File: src/sv/mosa_pkg.sv
`timescale 1ns / 1ps
`default_nettype none
// ----------------------------------------------------------------------------
// mosa_pkg
// shared sizes, controller state type, command/status bundles and the
// truncating mean used by the median datapath
// ----------------------------------------------------------------------------
package mosa_pkg;

    localparam int MAX_LEN = 1024;
    localparam int DATA_W  = 32;
    localparam int IDX_W   = (MAX_LEN > 1) ? $clog2(MAX_LEN) : 1;
    localparam int CNT_W   = $clog2(MAX_LEN + 1);

    typedef enum logic [2:0] {
        S_LOAD,
        S_ADDR0,
        S_ADDR1,
        S_WAIT,
        S_REDUCE,
        S_DECIDE
    } t_state;

    // controller to datapath
    typedef struct packed {
        logic load;        // word accepted, store it
        logic start;       // word was the last one, open the windows
        logic rd_sel;      // 0: first read offset, 1: second read offset
        logic lat0;        // capture first read data
        logic lat1;        // capture second read data
        logic reduce;      // form the two window values
        logic step;        // narrow the windows
        logic set_result;  // load the output register
    } t_dp_cmd;

    // datapath to controller
    typedef struct packed {
        logic finish;      // windows small enough or medians equal
    } t_dp_sts;

    // (a + b) / 2 over a 33-bit sum, truncated toward zero
    function automatic logic signed [DATA_W-1:0] f_mean(
        input logic signed [DATA_W-1:0] a,
        input logic signed [DATA_W-1:0] b
    );
        logic signed [DATA_W:0] s;
        s = {a[DATA_W-1], a} + {b[DATA_W-1], b};
        if (s[DATA_W]) begin
            s = s + (DATA_W+1)'(1);
        end
        return s[DATA_W:1];
    endfunction

endpackage
`default_nettype wire

File: src/sv/mosa_ctrl.sv
`timescale 1ns / 1ps
`default_nettype none
// ----------------------------------------------------------------------------
// mosa_ctrl
// sequencer for loading, window narrowing passes and result handoff
// ----------------------------------------------------------------------------
module mosa_ctrl (
    input  wire logic              i_clk,
    input  wire logic              i_rst_n,
    input  wire logic              i_in_valid,
    input  wire logic              i_in_last,
    output logic                   o_in_stall,
    output logic                   o_out_valid,
    input  wire logic              i_out_stall,
    input  wire mosa_pkg::t_dp_sts i_sts,
    output mosa_pkg::t_dp_cmd      o_cmd
);
    import mosa_pkg::*;

    t_state r_state;
    t_state n_state;
    logic   r_out_valid;
    logic   n_out_valid;

    always_ff @(posedge i_clk) begin
        if (!i_rst_n) begin
            r_state     <= S_LOAD;
            r_out_valid <= 1'b0;
        end else begin
            r_state     <= n_state;
            r_out_valid <= n_out_valid;
        end
    end

    always_comb begin
        n_state = r_state;
        o_cmd   = '0;
        unique case (r_state)
            S_LOAD: begin
                if (i_in_valid) begin
                    o_cmd.load = 1'b1;
                    if (i_in_last) begin
                        o_cmd.start = 1'b1;
                        n_state     = S_ADDR0;
                    end
                end
            end
            S_ADDR0: begin
                n_state = S_ADDR1;
            end
            S_ADDR1: begin
                o_cmd.rd_sel = 1'b1;
                o_cmd.lat0   = 1'b1;
                n_state      = S_WAIT;
            end
            S_WAIT: begin
                o_cmd.lat1 = 1'b1;
                n_state    = S_REDUCE;
            end
            S_REDUCE: begin
                o_cmd.reduce = 1'b1;
                n_state      = S_DECIDE;
            end
            S_DECIDE: begin
                if (i_sts.finish) begin
                    // hold until the previous word has left
                    if (!r_out_valid) begin
                        o_cmd.set_result = 1'b1;
                        n_state          = S_LOAD;
                    end
                end else begin
                    o_cmd.step = 1'b1;
                    n_state    = S_ADDR0;
                end
            end
            default: begin
                n_state = S_LOAD;
            end
        endcase
    end

    always_comb begin
        n_out_valid = r_out_valid;
        if (o_cmd.set_result) begin
            n_out_valid = 1'b1;
        end else if (!i_out_stall) begin
            n_out_valid = 1'b0;
        end
    end

    assign o_in_stall  = (r_state != S_LOAD);
    assign o_out_valid = r_out_valid;

endmodule
`default_nettype wire

File: config.mk
export PLATFORM = sky130hd
export DESIGN_NAME = mosa_ctrl
export DESIGN_NICKNAME = d
export VERILOG_FILES = /design/src/sv/mosa_pkg.sv /design/src/sv/mosa_ctrl.sv
export SDC_FILE = /design/constraint.sdc
export NUM_CORES = 1
export LEC_CHECK = 0
export ABC_AREA = 1
export BUFFER_PORTS_ARGS = -buffer_cell sky130_fd_sc_hd__buf_4
export CAP_MARGIN = 20
export CORE_AREA = 2 2 39 41
export CTS_CLUSTER_DIAMETER = 150
export DETAILED_ROUTE_END_ITERATION = 6
export DIE_AREA = 0 0 41 43
export PLACE_DENSITY_LB_ADDON = 0.05
export SLEW_MARGIN = 20
export SYNTH_ARGS = -nofsm -noshare
export SYNTH_HDL_FRONTEND = slang
export SYNTH_SLANG_ARGS = --single-unit
File: constraint.sdc
create_clock -name i_clk -period 0.9 [get_ports i_clk]
set_clock_uncertainty 0.1 [all_clocks]
set_input_delay 0.09 -clock i_clk [delete_from_list [all_inputs] [get_ports i_clk]]
set_output_delay 0.09 -clock i_clk [all_outputs]
set_load 0.05 [all_outputs]
# After elaboration in Yosys (flattened, before gate mapping)
# Cells that the tools add are included.
# W data, S select, Z words.
# totals
register_bits	4
inputBits	6
out_inout_bits	10
wordCells	31
# classes
n_eq_ne	9
n_mux	17
n_reduce_logical	3
# op_table
op	count
$pmux W3 S6	1
$mux W3	4
$mux W1	8
$mux W2	4
$eq A3 B2 Y1 const B	2
$eq A3 B3 Y1 const B	2
$ne A2 B2 Y1 const B	2
$eq A3 B1 Y1 const B	1
$logic_not A3 Y1	1
$ne A3 B3 Y1 const B	1
$reduce_and A3 Y1	1
$reduce_bool A3 Y1	1
$ne A2 B1 Y1 const B	1

# Depth between registers and ports, before layout
# logic_depth
word_depth	4
depth_mapped	6
depth_no_buf	6

# Worst setup path after synthesis
# Ideal clock, no wire load.
# synth_timing
path_type	register to output
start	register r_state[1]
end	output port o_cmd[5] (netlist bit)
arrival_ps	1985
t_required_ps	710
path_slack_ps	-1275
stages_incl_launch_ff	4
path_buffers	1
path_cell_list	dfxtp_1 inv_1 nor3_1 buf_4
# synth_lines
element	line_no	source
start, declared	mosa_ctrl.sv:20	t_state r_state;
start signal, assigned	mosa_ctrl.sv:30	r_state <= n_state;
end, declared	mosa_ctrl.sv:16	output mosa_pkg::t_dp_cmd o_cmd

==> metrics.cfg <==
[run_status]
outcome=finished, violations left
violations=setup timing

[finish]
areaGrowthSynthToFinish_pct=141.9
fin_util_pct=49.64
fillerInstances=142
antenna_cells=0
drive_gt1_share_pct=72.00
nets=82

[logic_synthesis]
synthesis.nets=52
synthAdderAreaFrac_pct=0
ys_warn_count=0
synthMuxAreaShare_pct=0
synth_compound_area_share_pct=9.692
synthXorXnorAreaFrac_pct=0
synth_seq_cells=4
syn_inst=46
synth_area_per_cell_um2=6.174
yosysSeqAreaShare_pct=28.19
yosys.area_share.simple_pct=40.97
synthesis.area_um2=284.0
synth_cell_types=15
synth_top_family_by_area=simple AND/OR/NAND/NOR gates

[placed_design]
dp_slack_ns=-0.2612
port-buffer-count=15
hpwlAfterDp_um=575.7
place_congestion=0.6531

[die]
die_h_um=43
start_util_pct=20.52
rows=14
die_area_um2=1763
core_area_um2=1384
ios=16
die_w_um=41

[sta]
rsz0062_at_grt=yes
timing.final.ws_setup_ns=-0.3956
fin_crit_sh_pct=144.0
worstMarginPinSlew_ns=0.1988
finalSetupViolations=14
clock.fmax_mhz=771.9
hold_violations=0
slew_headroom_pct=86.63
fin_tns_setup_ns=-4.082
fin_hold_ws_ns=0.02055
slew_violations=0
period_needed_ns=1.296

[drt]
antenna_left=0
vias_per_cell=4.099
wl_met3_um=94
drt-initial-drc-count=6
wl_met1_um=305
drtPass1Iterations=4
via_count=373
routedWlPerCell_um=8.516
wl_um=775
wl_met2_um=375
drc=0
routed.top_layer=met3

[worst_setup_path]
cp.arrival_ns=1.11
required_ns=0.71
path_buf_inv=1
critPathMostFrequentCell=nor2_4
slowest_delay_ns=0.35
worst-setup-path-type=reg2out
crit_family=simple AND/OR/NAND/NOR gates
worstSetupEndpointType=output port
cp_cell_sequence=nor2_4 -> nand2_4 -> nor2_4 -> buf_6
worst_path_max_delay_cell=dfxtp_4
cp_max_fo=4
startpoint_type=flip-flop

[global_route]
antenna_found_initial=0
grt_max_degree=6
grt_pass1_vias=352
grt_overflow=0
grt_pass1_wl_um=1352
grt_usage_pct=11.57

[pwr]
p_leak_nw=0.3433
totalPowerFinal_mw=1.118
powerDensity_nw_per_um2=1628
vdd_drop_max_v=0.0008176

[clock_network]
cts_buffer_depth=2
htree_levels=1
cts.clk_slew.worst_paths_ns=0.04
clkSinkCount=4
clk_root_buffer_cell=clkbuf_4
cts_buffers=3
clock_latency_ns=0.23
cts_tree=done

[flow_run]
maxCapViolations=0

[min_path]
hold_class=in2reg

metal layers:
metal | vias to the layer above | global-route usage (%)
met4 | 0 | 6.000
met5 | - | 0
met3 | 0 | 5.759
li1 | 192 | -
met1 | 166 | 13.27
met2 | 15 | 16.88
final cells by class:
class / instances / area [um^2] / share of cell area, %
Clock buffer: 4 / 26.28 / 3.825
Inverter: 12 / 51.30 / 7.468
Multi-Input combinational cell: 28 / 212.7 / 30.97
Sequential cell: 4 / 92.59 / 13.48
Tap cell: 16 / 20.02 / 2.914
Timing Repair Buffer: 27 / 284.0 / 41.35
state kept, by name, indices dropped and copies added, names as in the netlist:
signal / count
r_state: 3
o_out_valid: 1
repair_timing:
action                                  4_1_cts  5_1_grt
hold buffers                                  1        0
endpoints found under the setup margin       14       14
endpoints found under the hold margin         1        0
buffers inserted                              5        3
resized for setup                            33        2
pin swaps                                    10        7
report_power, final:
group,total (mW),internal [mW],switching [mW]
combinational,0.635,0.258,0.376
clock,0.242,0.166,0.0754
sequential,0.242,0.205,0.0368
placed cells by master (no fill, tap or decap):
cell / n
a21oi_2: 2
a31oi_1: 1
buf_4: 11
buf_6: 9
buf_8: 6
clkbuf_1: 1
clkbuf_4: 3
clkinvlp_4: 1
dfxtp_2: 1
dfxtp_4: 3
dlygate4sd3_1: 1
inv_1: 7
inv_2: 3
inv_4: 1
nand2_1: 8
nand2_2: 5
nand2_4: 2
nand3_2: 1
nor2_1: 1
nor2_4: 4
nor3_4: 2
nor4_1: 1
o21bai_1: 1
worst register-to-register path, cell delays in order, from the launching register on:
cell	delay (ns)
dfxtp_4	0.35
buf_8	0.13
nor2_4	0.11
buf_4	0.11
nand2_2	0.05
nand2_1	0.05
inv_1	0.04
a21oi_2	0.11
worst paths after layout:
check / start / endpoint / slack, ns / depth (start not counted)
setup / recovery: r_state[1] / o_cmd[6] / -0.40 / 4
hold / removal: i_out_stall / o_out_valid / 0.02 / 3
setup reg to reg: r_state[1] / r_state[0] / -0.23 / 7
hold reg to reg: r_state[2] / r_state[1] / 0.37 / 1
cells in the mapped netlist:
cell type   n  share of area, %
a21oi_1     1               1.8
a21oi_2     1               3.1
a31oi_1     1               2.2
buf_4       2               5.3
dfxtp_1     4                28
inv_1      12                16
nand2_1    13                17
nand2_2     2               4.4
nand3_2     1               3.5
nor2_1      3               4.0
nor2_2      1               2.2
nor2_4      1               4.0
nor3_1      2               3.5
nor4_1      1               2.2
o21bai_1    1               2.6
stage by stage:
stage                     instances  instance area (um^2)
after global routing             91                 686.9
after CTS                        88                 656.9
after detailed placement         80                 495.5
after floorplan                  46                 344.1
after global placement           80                 495.5
final                            91                 686.9
kinds of logic (layout without fill, tap and decap cells):
family / Yosys count / after routing
AOI/OAI and AO/OA: 4 / 4
and+or+nand+nor: 24 / 24
DFF: 4 / 4
buffers and inverters: 14 / 43
(Power assumes the default switching activity.)
